`src/pofc_pkg.sv`:
```
`timescale 1ns / 1ps
// ----------------------------------------------------------------------------
// pofc_pkg
// Shared types and constants for the page offset floor cache.
// ----------------------------------------------------------------------------
package pofc_pkg;

  localparam int KIND_W  = 2;
  localparam int HASH_W  = 32;
  localparam int PAGE_W  = 16;
  localparam int OFF_W   = 32;
  localparam int STAMP_W = 32;

  // operation codes carried in the kind field; the fourth code is a no-op
  localparam logic [KIND_W-1:0] KIND_LOOKUP = 2'd0;
  localparam logic [KIND_W-1:0] KIND_STORE  = 2'd1;
  localparam logic [KIND_W-1:0] KIND_CLEAR  = 2'd2;

  localparam logic [STAMP_W-1:0] STAMP_FIRST = 32'd1;
  localparam logic [STAMP_W-1:0] STAMP_LAST  = 32'hFFFF_FFFF;

  typedef enum logic [2:0] {
    ST_IDLE,
    ST_SCAN,
    ST_LAST,
    ST_WRITE,
    ST_RESP
  } state_t;

  typedef struct packed {
    logic [HASH_W-1:0]  hash;
    logic [PAGE_W-1:0]  page;
    logic [OFF_W-1:0]   offset;
    logic [STAMP_W-1:0] stamp;
  } entry_t;

  typedef struct packed {
    logic rd_en;
    logic wr_en;
    logic clear;
  } mem_ctl_t;

  typedef struct packed {
    logic init;
    logic step;
    logic is_store;
  } cmp_ctl_t;

endpackage

```
`src/page_offset_floor_cache.sv`:
```
`timescale 1ns / 1ps
// ----------------------------------------------------------------------------
// page_offset_floor_cache
// Fully associative page-to-offset table with floor lookup, stamp-ordered
// replacement on store, and whole-table clear.
// ----------------------------------------------------------------------------
// Channel | Handshake            | Payload
// --------+----------------------+-----------------------------------------
// input   | in_valid / in_ready  | kind, path_hash, page_number, byte_offset
// output  | out_valid / out_ready| hit, found_page, found_offset
//
// Lookup: ST_SCAN reads the table one entry per cycle through the single read
// port, ST_LAST folds the last read, and ST_RESP loads the result; a new
// transaction is taken only back in ST_IDLE. Store: ST_WRITE writes the table
// before ST_RESP. Clear and the unused kind: ST_IDLE goes straight to ST_RESP.
// in_ready is high only while idle; a result waits in the output register while
// the next transaction runs, whose result stalls until that register is taken.
// Synchronous reset empties the table and sets the stamp counter to 1.
// ----------------------------------------------------------------------------
module page_offset_floor_cache #(
  parameter int ENTRIES = 16
) (
  input  logic                          clk,
  input  logic                          rst,
  input  logic                          in_valid,
  output logic                          in_ready,
  input  logic [pofc_pkg::KIND_W-1:0]   kind,
  input  logic [pofc_pkg::HASH_W-1:0]   path_hash,
  input  logic [pofc_pkg::PAGE_W-1:0]   page_number,
  input  logic [pofc_pkg::OFF_W-1:0]    byte_offset,
  output logic                          out_valid,
  input  logic                          out_ready,
  output logic                          hit,
  output logic [pofc_pkg::PAGE_W-1:0]   found_page,
  output logic [pofc_pkg::OFF_W-1:0]    found_offset
);

  localparam int IDX_W = $clog2(ENTRIES);

  logic [pofc_pkg::HASH_W-1:0]  op_hash;
  logic [pofc_pkg::PAGE_W-1:0]  op_page;
  logic [pofc_pkg::OFF_W-1:0]   op_offset;

  pofc_pkg::mem_ctl_t           mem_ctl;
  pofc_pkg::cmp_ctl_t           cmp_ctl;
  logic [IDX_W-1:0]             rd_addr;
  logic [IDX_W-1:0]             ent_idx;
  logic [IDX_W-1:0]             slot;
  logic                         rd_valid;
  pofc_pkg::entry_t             rd_data;
  pofc_pkg::entry_t             wr_data;
  logic [pofc_pkg::STAMP_W-1:0] next_stamp;
  logic                         have;
  logic [pofc_pkg::PAGE_W-1:0]  best_page;
  logic [pofc_pkg::OFF_W-1:0]   best_offset;
  logic                         res_load;
  logic                         res_lookup;
  logic                         out_free;
  logic                         res_hit;

  assign out_free = !out_valid || out_ready;
  assign res_hit  = res_lookup && have;

  always_comb begin
    wr_data.hash   = op_hash;
    wr_data.page   = op_page;
    wr_data.offset = op_offset;
    wr_data.stamp  = next_stamp;
  end

  always_ff @(posedge clk) begin
    if (in_valid && in_ready) begin
      op_hash   <= path_hash;
      op_page   <= page_number;
      op_offset <= byte_offset;
    end
  end

  pofc_seq #(.ENTRIES(ENTRIES)) u_seq (
    .clk        (clk),
    .rst        (rst),
    .in_valid   (in_valid),
    .in_kind    (kind),
    .in_ready   (in_ready),
    .out_free   (out_free),
    .mem_ctl    (mem_ctl),
    .rd_addr    (rd_addr),
    .ent_idx    (ent_idx),
    .cmp_ctl    (cmp_ctl),
    .res_load   (res_load),
    .res_lookup (res_lookup),
    .next_stamp (next_stamp)
  );

  pofc_mem #(.ENTRIES(ENTRIES)) u_mem (
    .clk      (clk),
    .rst      (rst),
    .ctl      (mem_ctl),
    .rd_addr  (rd_addr),
    .wr_addr  (slot),
    .wr_data  (wr_data),
    .rd_valid (rd_valid),
    .rd_data  (rd_data)
  );

  pofc_cmp #(.ENTRIES(ENTRIES)) u_cmp (
    .clk         (clk),
    .rst         (rst),
    .ctl         (cmp_ctl),
    .ent_valid   (rd_valid),
    .ent         (rd_data),
    .ent_idx     (ent_idx),
    .key_hash    (op_hash),
    .key_page    (op_page),
    .have        (have),
    .best_page   (best_page),
    .best_offset (best_offset),
    .slot        (slot)
  );

  always_ff @(posedge clk) begin
    if (rst) begin
      out_valid <= 1'b0;
    end else if (res_load) begin
      out_valid <= 1'b1;
    end else if (out_ready) begin
      out_valid <= 1'b0;
    end
  end

  always_ff @(posedge clk) begin
    if (res_load) begin
      hit          <= res_hit;
      found_page   <= res_hit ? best_page : '0;
      found_offset <= res_hit ? best_offset : '0;
    end
  end

endmodule

```
`src/pofc_mem.sv`:
```
`timescale 1ns / 1ps
// ----------------------------------------------------------------------------
// pofc_mem
// Entry storage: one write port, one registered read port, valid flops.
// ----------------------------------------------------------------------------
module pofc_mem #(
  parameter int ENTRIES = 16
) (
  input  logic                         clk,
  input  logic                         rst,
  input  pofc_pkg::mem_ctl_t           ctl,
  input  logic [$clog2(ENTRIES)-1:0]   rd_addr,
  input  logic [$clog2(ENTRIES)-1:0]   wr_addr,
  input  pofc_pkg::entry_t             wr_data,
  output logic                         rd_valid,
  output pofc_pkg::entry_t             rd_data
);

  logic [ENTRIES-1:0] valid;
  pofc_pkg::entry_t   mem [ENTRIES];

  always_ff @(posedge clk) begin
    if (rst) begin
      valid <= '0;
    end else if (ctl.clear) begin
      valid <= '0;
    end else if (ctl.wr_en) begin
      valid[wr_addr] <= 1'b1;
    end
  end

  always_ff @(posedge clk) begin
    if (ctl.wr_en) begin
      mem[wr_addr] <= wr_data;
    end
    if (ctl.rd_en) begin
      rd_data  <= mem[rd_addr];
      rd_valid <= valid[rd_addr];
    end
  end

endmodule

```
`src/pofc_cmp.sv`:
```
`timescale 1ns / 1ps
// ----------------------------------------------------------------------------
// pofc_cmp
// Shared compare unit: folds one entry per step into the running best
// (floor search for lookup, reuse/oldest victim search for store).
// ----------------------------------------------------------------------------
module pofc_cmp #(
  parameter int ENTRIES = 16
) (
  input  logic                              clk,
  input  logic                              rst,
  input  pofc_pkg::cmp_ctl_t                ctl,
  input  logic                              ent_valid,
  input  pofc_pkg::entry_t                  ent,
  input  logic [$clog2(ENTRIES)-1:0]        ent_idx,
  input  logic [pofc_pkg::HASH_W-1:0]       key_hash,
  input  logic [pofc_pkg::PAGE_W-1:0]       key_page,
  output logic                              have,
  output logic [pofc_pkg::PAGE_W-1:0]       best_page,
  output logic [pofc_pkg::OFF_W-1:0]        best_offset,
  output logic [$clog2(ENTRIES)-1:0]        slot
);

  logic                         direct;
  logic [pofc_pkg::STAMP_W-1:0] best_stamp;
  logic                         key_match;
  logic                         stamp_gt;
  logic                         stamp_lt;
  logic                         lk_take;
  logic                         st_direct;
  logic                         st_older;

  always_comb begin
    key_match = (ent.hash == key_hash);
    stamp_gt  = (ent.stamp > best_stamp);
    stamp_lt  = (ent.stamp < best_stamp);
    lk_take   = ent_valid && key_match && (ent.page <= key_page) &&
                (!have || (ent.page > best_page) ||
                 ((ent.page == best_page) && stamp_gt));
    st_direct = !ent_valid || (key_match && (ent.page == key_page));
    // have doubles as "first entry seen" during a store scan
    st_older  = !have || stamp_lt;
  end

  always_ff @(posedge clk) begin
    if (rst) begin
      have   <= 1'b0;
      direct <= 1'b0;
    end else if (ctl.init) begin
      have   <= 1'b0;
      direct <= 1'b0;
    end else if (ctl.step) begin
      if (ctl.is_store) begin
        if (!direct && (st_direct || st_older)) begin
          have <= 1'b1;
        end
        if (!direct && st_direct) begin
          direct <= 1'b1;
        end
      end else if (lk_take) begin
        have <= 1'b1;
      end
    end
  end

  always_ff @(posedge clk) begin
    if (ctl.step) begin
      if (ctl.is_store) begin
        if (!direct && st_direct) begin
          slot <= ent_idx;
        end else if (!direct && st_older) begin
          slot       <= ent_idx;
          best_stamp <= ent.stamp;
        end
      end else if (lk_take) begin
        best_page   <= ent.page;
        best_offset <= ent.offset;
        best_stamp  <= ent.stamp;
      end
    end
  end

endmodule

```
`src/pofc_seq.sv`:
```
`timescale 1ns / 1ps
// ----------------------------------------------------------------------------
// pofc_seq
// Sequencer: accepts an operation, sweeps the table one entry per cycle,
// commits a store, and hands the result to the output register.
// ----------------------------------------------------------------------------
module pofc_seq #(
  parameter int ENTRIES = 16
) (
  input  logic                              clk,
  input  logic                              rst,
  input  logic                              in_valid,
  input  logic [pofc_pkg::KIND_W-1:0]       in_kind,
  output logic                              in_ready,
  input  logic                              out_free,
  output pofc_pkg::mem_ctl_t                mem_ctl,
  output logic [$clog2(ENTRIES)-1:0]        rd_addr,
  output logic [$clog2(ENTRIES)-1:0]        ent_idx,
  output pofc_pkg::cmp_ctl_t                cmp_ctl,
  output logic                              res_load,
  output logic                              res_lookup,
  output logic [pofc_pkg::STAMP_W-1:0]      next_stamp
);

  localparam int IDX_W = $clog2(ENTRIES);
  localparam int CNT_W = IDX_W + 1;

  pofc_pkg::state_t            state;
  pofc_pkg::state_t            state_next;
  logic [CNT_W-1:0]            cnt;
  logic [pofc_pkg::KIND_W-1:0] kind_q;
  logic                        step_q;
  logic                        accept;

  assign accept = in_valid && in_ready;

  always_comb begin
    state_next       = state;
    in_ready         = 1'b0;
    mem_ctl          = '0;
    cmp_ctl.init     = 1'b0;
    cmp_ctl.step     = step_q;
    cmp_ctl.is_store = (kind_q == pofc_pkg::KIND_STORE);
    rd_addr          = cnt[IDX_W-1:0];
    res_load         = 1'b0;
    res_lookup       = (kind_q == pofc_pkg::KIND_LOOKUP);
    unique case (state)
      pofc_pkg::ST_IDLE: begin
        in_ready = 1'b1;
        if (in_valid) begin
          cmp_ctl.init = 1'b1;
          if (in_kind == pofc_pkg::KIND_LOOKUP || in_kind == pofc_pkg::KIND_STORE) begin
            state_next = pofc_pkg::ST_SCAN;
          end else begin
            mem_ctl.clear = (in_kind == pofc_pkg::KIND_CLEAR);
            state_next    = pofc_pkg::ST_RESP;
          end
        end
      end
      pofc_pkg::ST_SCAN: begin
        mem_ctl.rd_en = 1'b1;
        if (cnt == CNT_W'(ENTRIES - 1)) begin
          state_next = pofc_pkg::ST_LAST;
        end
      end
      pofc_pkg::ST_LAST: begin
        // last read data is folded in this cycle
        state_next = cmp_ctl.is_store ? pofc_pkg::ST_WRITE : pofc_pkg::ST_RESP;
      end
      pofc_pkg::ST_WRITE: begin
        mem_ctl.wr_en = 1'b1;
        state_next    = pofc_pkg::ST_RESP;
      end
      pofc_pkg::ST_RESP: begin
        if (out_free) begin
          res_load   = 1'b1;
          state_next = pofc_pkg::ST_IDLE;
        end
      end
      default: begin
        state_next = pofc_pkg::ST_IDLE;
      end
    endcase
  end

  always_ff @(posedge clk) begin
    if (rst) begin
      state      <= pofc_pkg::ST_IDLE;
      step_q     <= 1'b0;
      next_stamp <= pofc_pkg::STAMP_FIRST;
    end else begin
      state  <= state_next;
      step_q <= mem_ctl.rd_en;
      if (mem_ctl.clear) begin
        next_stamp <= pofc_pkg::STAMP_FIRST;
      end else if (mem_ctl.wr_en) begin
        // counter skips 0 on wrap
        next_stamp <= (next_stamp == pofc_pkg::STAMP_LAST) ?
                      pofc_pkg::STAMP_FIRST : next_stamp + 1'b1;
      end
    end
  end

  always_ff @(posedge clk) begin
    if (accept) begin
      kind_q <= in_kind;
      cnt    <= '0;
    end else if (mem_ctl.rd_en) begin
      cnt <= cnt + 1'b1;
    end
    ent_idx <= rd_addr;
  end

  a_stamp_nonzero: assert property (@(posedge clk) disable iff (rst)
    next_stamp != '0)
    else $error("stamp counter reached zero");

  a_step_in_scan: assert property (@(posedge clk) disable iff (rst)
    cmp_ctl.step |-> (state == pofc_pkg::ST_SCAN || state == pofc_pkg::ST_LAST))
    else $error("compare step outside of scan");

  a_write_only_store: assert property (@(posedge clk) disable iff (rst)
    mem_ctl.wr_en |-> (kind_q == pofc_pkg::KIND_STORE))
    else $error("table write for an operation other than store");

  a_lookup_scans: assert property (@(posedge clk) disable iff (rst)
    (accept && in_kind == pofc_pkg::KIND_LOOKUP) |=> (state == pofc_pkg::ST_SCAN && cnt == '0))
    else $error("lookup did not start a scan at entry zero");

endmodule

```
`config.mk`:
```
export PLATFORM = sky130hd
export DESIGN_NAME = page_offset_floor_cache
export DESIGN_NICKNAME = d
export VERILOG_FILES = /design/src/pofc_pkg.sv /design/src/page_offset_floor_cache.sv /design/src/pofc_mem.sv /design/src/pofc_cmp.sv /design/src/pofc_seq.sv
export SDC_FILE = /design/constraint.sdc
export NUM_CORES = 2
export LEC_CHECK = 0
export ABC_CLOCK_PERIOD_IN_PS = 13600
export BUFFER_PORTS_ARGS = -buffer_cell sky130_fd_sc_hd__buf_2
export CAP_MARGIN = 20
export CORE_MARGIN = 5
export CORE_UTILIZATION = 45
export CTS_BUF_LIST = sky130_fd_sc_hd__clkbuf_4 sky130_fd_sc_hd__clkbuf_8
export DETAILED_ROUTE_END_ITERATION = 6
export HOLD_SLACK_MARGIN = 0.05
export PLACE_DENSITY_LB_ADDON = 0.08
export RECOVER_POWER = 50
export REMOVE_ABC_BUFFERS = 1
export SLEW_MARGIN = 15
export SYNTH_ARGS = -nofsm -noshare
export SYNTH_HDL_FRONTEND = slang
export SYNTH_SLANG_ARGS = --single-unit
```
`constraint.sdc`:
```
create_clock -name clk -period 13.6 [get_ports clk]
set_input_delay 0 -clock clk [delete_from_list [all_inputs] [get_ports clk]]
set_output_delay 0 -clock clk [all_outputs]
set_load 0.02 [all_outputs]
```
After elaboration in Yosys (flattened, before gate mapping)

Memory sizes are Yosys's and may differ from the RTL's. A register that Yosys moved wholly into a read port is not among the register bits.
Index checks and enable logic that the tools add are counted.

Register bits: 280
Bits in writable memories: 1792
Input port bits: 86
Memories kept: 1

Add/subtract/negate cells: 2
$lt $le $gt $ge: 7
Eq/ne operators: 18
Mux-type cells: 34
Bitwise logic cells: 2
Reductions and logical operators: 36

Memories:

| memory    | words | bits a word | read ports | clocked after memory_dff | write ports | RTL line       | text |
|---|---|---|---|---|---|---|---|
| u_mem.mem | 16    | 112         | 1          | 1                        | 1           | pofc_mem.sv:20 | `pofc_pkg::entry_t mem [ENTRIES];` |

Operators by type and width:

| operator                                                              | number |
|---|---|
| 32-bit two-way mux                                                    | 5 |
| 32-bit by 1-bit adder with 32-bit output, second input constant       | 1 |
| 16-bit equality test                                                  | 2 |
| 32-bit equality test                                                  | 1 |
| 32-bit equality test, second input constant                           | 1 |
| 32-bit greater-than comparator                                        | 1 |
| 32-bit < comparator                                                   | 1 |
| 1-bit two-way mux                                                     | 19 |
| 16-bit greater-than comparator                                        | 1 |
| 16-bit <= comparator                                                  | 1 |
| 16-bit OR                                                             | 1 |
| 3-bit two-way mux                                                     | 5 |
| 3-bit case mux with 5 select lines                                    | 1 |
| 3-bit AND reduction                                                   | 5 |
| 1-bit logical AND                                                     | 11 |
| 4-bit by 5-bit < comparator with 1-bit output, second input constant  | 2 |
| 4-bit two-way mux                                                     | 2 |
| 1-bit logical OR                                                      | 7 |
| 3-bit by 2-bit equality test with 1-bit output, second input constant | 2 |
| 2-bit by 1-bit != test with 1-bit output, second input constant       | 3 |
| 2-bit != test, second input constant                                  | 3 |
| 2-bit nonzero test                                                    | 3 |
| 5-bit by 1-bit adder with 5-bit output, second input constant         | 1 |
| 5-bit by 4-bit equality test with 1-bit output, second input constant | 1 |
| 13 further kinds                                                      | 19 |

Depth between registers and ports, before layout

Depth after elaboration: 7
Gate-level depth with buffers: 9

Cells and area by module

Synthesis repeated with hierarchy kept, for this count alone.

Cell total of the unflattened synthesis: 3716
Area, all modules: 81969.9 sq um

By module, submodules not included:

| module                  | instances | cells an instance | area an instance (sq um) |
|---|---|---|---|
| pofc_mem                | 1         | 2908              | 70846.7 |
| pofc_cmp                | 1         | 372               | 4626.9 |
| page_offset_floor_cache | 1         | 193               | 4291.6 |
| pofc_seq                | 1         | 243               | 2204.6 |

Worst setup path before layout

No wires, ideal clock.

Path type: register to register
Start point: register u_seq.state[2]
End point: memory u_mem.mem[0][0] (netlist bit), enable pin
Setup time: 0.722 ns
Data arrival time: 8.626 ns
Setup slack: 4.251 ns
Cell stages (with the launch flop): 5
Clock period less this slack: 9.349 ns
Path through: dfxtp_1 -> buf_2 -> nand3b_4 -> or3_1 -> nor3_1

Cells in the longest elaborated chain, start to end: 4

RTL lines:

| element                                        | RTL line       | text |
|---|---|---|
| start, declared                                | pofc_seq.sv:28 | `pofc_pkg::state_t state;` |
| start signal, assigned                         | pofc_seq.sv:88 | `state <= pofc_pkg::ST_IDLE;` |
| start signal, assigned                         | pofc_seq.sv:92 | `state <= state_next;` |
| 3-bit by 2-bit equality test with 1-bit output | pofc_seq.sv:47 | `unique case (state)` |
| 1-bit two-way mux                              | pofc_seq.sv:47 |  |
| 1-bit two-way mux                              | pofc_mem.sv:33 | `if (ctl.wr_en) begin` |
| 1-bit two-way mux (implied by the code)        | pofc_mem.sv:34 | `mem[wr_addr] <= wr_data;` |
| end, declared                                  | pofc_mem.sv:20 |  |

Every way passes these cells.

==> flow_summary.toml <==
[power_and_ir_drop]
comb_power_share = 0.054
p_int_uw = 11000
p_sw_frac = 0.212
p_switching_uw = 2950
seqPwrFrac = 0.541
pwr-share-clk = 0.404
power_density_nw_per_um2 = 148
peakVddDrop_uv = 101
p_leak_uw = 0.0305

[yosys]
synth-compound-area-share = 0.00742
synthAdderAreaFrac = 0.0102
synth_edf_count = 2120
syn_area_um2 = 82000
synth_seq_area_share = 0.792
ys_top_cells_by_area = "edfxtp_1 78%, mux4_2 16%, dfxtp_1 1.6%"
synth-simple-area-share = 0.0165
synth_top_area_frac = 0.776
synthCells = 3440
yosysUniqueCellTypes = 57
synth_top_family_by_area = "multiplexers"
async_flop_share = 0
yosysTopAreaCell = "edfxtp_1"
synthMuxAreaShare = 0.155
ys_warn_count = 0
ys_ff_latch = 2184
avgSynthCellArea_um2 = 23.8
synth_flop_cell = "edfxtp_1"
synth_xor_area_frac = 0.00673

[min_path]
worstHoldPathType = "primary input to flip-flop"

[timing]
maxSlewHeadroom = -1.95
period_minus_slack_ns = 6.17
fin_setup_tns_ns = 0
setup_viol = 0
tightest_slew_ns = 4.40
slew_viol_final = 293
finalClockSkew_ns = 0.0674
fin_crit_sh = 0.453
rsz0062_at_grt = "no"
setup_slack_ns = 7.43
fmax_mhz = 162
hold_viol = 0

[die]
initial_core_util = 0.453
ios = 137
die_y_um = 437
coreArea_um2 = 181000
rows = 156
die_area_um2 = 191000
die_width_um = 437

[setup_path]
end_kind = "flip-flop"
critPathKind = "flip-flop to flip-flop"
cp.arrival_ns = 7.04
critPathRequiredTime_ns = 14.47
cp-start-kind = "flip-flop"
critical_path.max_fanout = 59

[route]
wl_per_cell_um = 29.3
via_per_inst = 5.67
drt_iter0_markers = 3253
final_antenna_net_count = 0
drt-total-wl_um = 196000
vias = 37900
dr.pass1.iters = 5
drc = 0

[global_route]
grt_use_total = 0.205
grt_max_degree = 151
antenna_found_initial = 8
grt_overflow = 0
grt_pass1_wl_um = 283000
grt_pass1_vias = 41000

[cts]
cts_root_buf = "clkbuf_8"
cts_buffer_depth = 4
ctsResizeCount = 0
numCtsBuffers = 366
clk_pin_slew_ns = 0.06
cts_num_sinks = 2184
hold_buffers = 173
clk_latency_ns = 1.04
cts_tree = "done"
h-tree-depth = 5
cts_setup_buffers = 0

[final_layout]
drive_above_1_share = 0.295
layout.nets = 4201
fillers = 14000
syn2layout_area_growth_pct = 15.0
fin_util = 0.521

[place]
place_congestion = 0.726
portBuffers = 136
post-dp-hpwl_um = 95300
preCtsSetupSlack_ns = 8.44

[outcome]
status = "finished with violations"
violations = "max-capacitance violations, max-slew violations"

[job]
maxCapViolCount = 10
power groups by stage:
stage | combinational [µW] | sequential (µW) | clock [µW]
after detailed placement | 734 | 7670 | 0
final | 756 | 7540 | 5630
after global placement | 724 | 7660 | 0
after global routing | 820 | 7540 | 6110
after floorplan | 892 | 7760 | 0
after CTS | 774 | 7530 | 5780
placed cells by master (no fill, tap or decap), drive strengths merged, types with 4 or more instances in the layout:
cell | synthesis | routed
a21o | 9 | 9
a21oi | 29 | 29
a22oi | 4 | 4
and2 | 37 | 37
and3 | 5 | 5
and4 | 6 | 6
buf | 85 | 134
bufinv | 0 | 10
clkbuf | 60 | 588
clkinv | 2 | 116
clkinvlp | 0 | 5
dfxtp | 64 | 64
dlygate4sd3 | 0 | 173
edfxtp | 2120 | 2120
ha | 67 | 67
inv | 68 | 68
mux4 | 565 | 565
nand2 | 36 | 36
nand2b | 4 | 4
nand3 | 14 | 14
nand4 | 34 | 34
nor2 | 69 | 69
nor2b | 5 | 5
nor3 | 11 | 11
nor4 | 21 | 21
o211ai | 4 | 4
o21a | 18 | 18
o21ai | 10 | 10
or3 | 4 | 4
xnor2 | 39 | 39
xor2 | 24 | 24
final cells by class:
type                            instances  area (µm²)  area share
Sequential cell                      2184       64900       0.689
Multi-Input combinational cell       1041       16100       0.171
Clock buffer                          510        6210      0.0658
Timing Repair Buffer                  385        2980      0.0316
Tap cell                             2370        2970      0.0314
Clock inverter                        129         802     0.00850
Inverter                               70         264     0.00280
Antenna cell                            2        5.00   0.0000531
routing by layer:
| layer | up-vias | track usage | wire, µm |
|---|---|---|---|
| met2 | 1167 | 0.336 | 97400 |
| met5 | - | 0 | 0 |
| met3 | 288 | 0.0402 | 10400 |
| met4 | 0 | 0.0545 | 3960 |
| met1 | 20600 | 0.285 | 84400 |
| li1 | 15800 | - | - |
logic make-up (layout without fill, tap and decap cells):
family,Yosys count,in the layout
DFF,2184,2184
muxes,567,567
and+or+nand+nor,252,252
buffers and inverters,215,1094
AOI/OAI and AO/OA,92,92
adders and majority gates,67,67
xor gates and xnor gates,63,63
other,0,2
Yosys cell counts (2+ instances only):
library cell / instances
o211ai_1: 4
clkinv_1: 2
buf_6: 9
or3_1: 4
o21ai_0: 9
buf_2: 58
nand4_1: 34
nor3_1: 10
ha_1: 67
xor2_1: 24
nand2_1: 35
nor2_1: 69
mux4_2: 565
a31oi_1: 2
a211oi_1: 3
nand2b_1: 4
and2_1: 36
clkbuf_1: 60
dfxtp_1: 64
inv_1: 68
a21o_1: 9
a21oi_1: 29
edfxtp_1: 2120
a22oi_1: 4
mux2i_1: 2
nor4_1: 21
buf_1: 17
nor2b_1: 5
o21a_1: 18
and4_1: 6
and3_1: 5
xnor2_1: 39
nand3_1: 14
final timing paths:
kind	slack, ns	cells past startpoint	to	from
worst max-delay path	7.43	6	u_seq.cnt[3]	u_seq.state[2]
worst max register to register	7.43	6	u_seq.cnt[3]	u_seq.state[2]
worst min-delay path	0.20	3	op_hash[15]	path_hash[15]
worst min register to register	0.38	0	u_cmp.slot[3]	u_seq.ent_idx[3]
state kept, by name (all words and copies together), names as in the netlist, 2 cells and up:
name,flops
u_seq.cnt,5
found_offset,32
u_seq.ent_idx,4
u_mem.rd_data,112
u_cmp.slot,4
u_mem.mem,1792
u_seq.next_stamp,32
op_hash,32
u_cmp.best_stamp,32
u_cmp.best_page,16
op_page,16
found_page,16
u_cmp.best_offset,32
op_offset,32
u_mem.valid,16
u_seq.kind_q,2
u_seq.state,3
worst max-delay path, stage by stage, from the launching register on:
cell and delay [ns]:
dfxtp_1 0.49, or3b_2 0.23, clkinvlp_2 3.26, buf_4 1.57, nand4_1 0.22, xor2_1 0.16, nor2_1 0.05
stage by stage:
step                total power [µW]  hold WS, ns  instances  area [µm²]
floorplan                       8660       0.0691       3295       81300
global placement                8390        0.176       5875       85700
detailed placement              8410        0.178       5875       85700
CTS                            14100       0.0720       6687       94500
global route                   14500        0.119       6690       94300
finish                         13900        0.196       6691       94300
(Power assumes the default switching activity.)
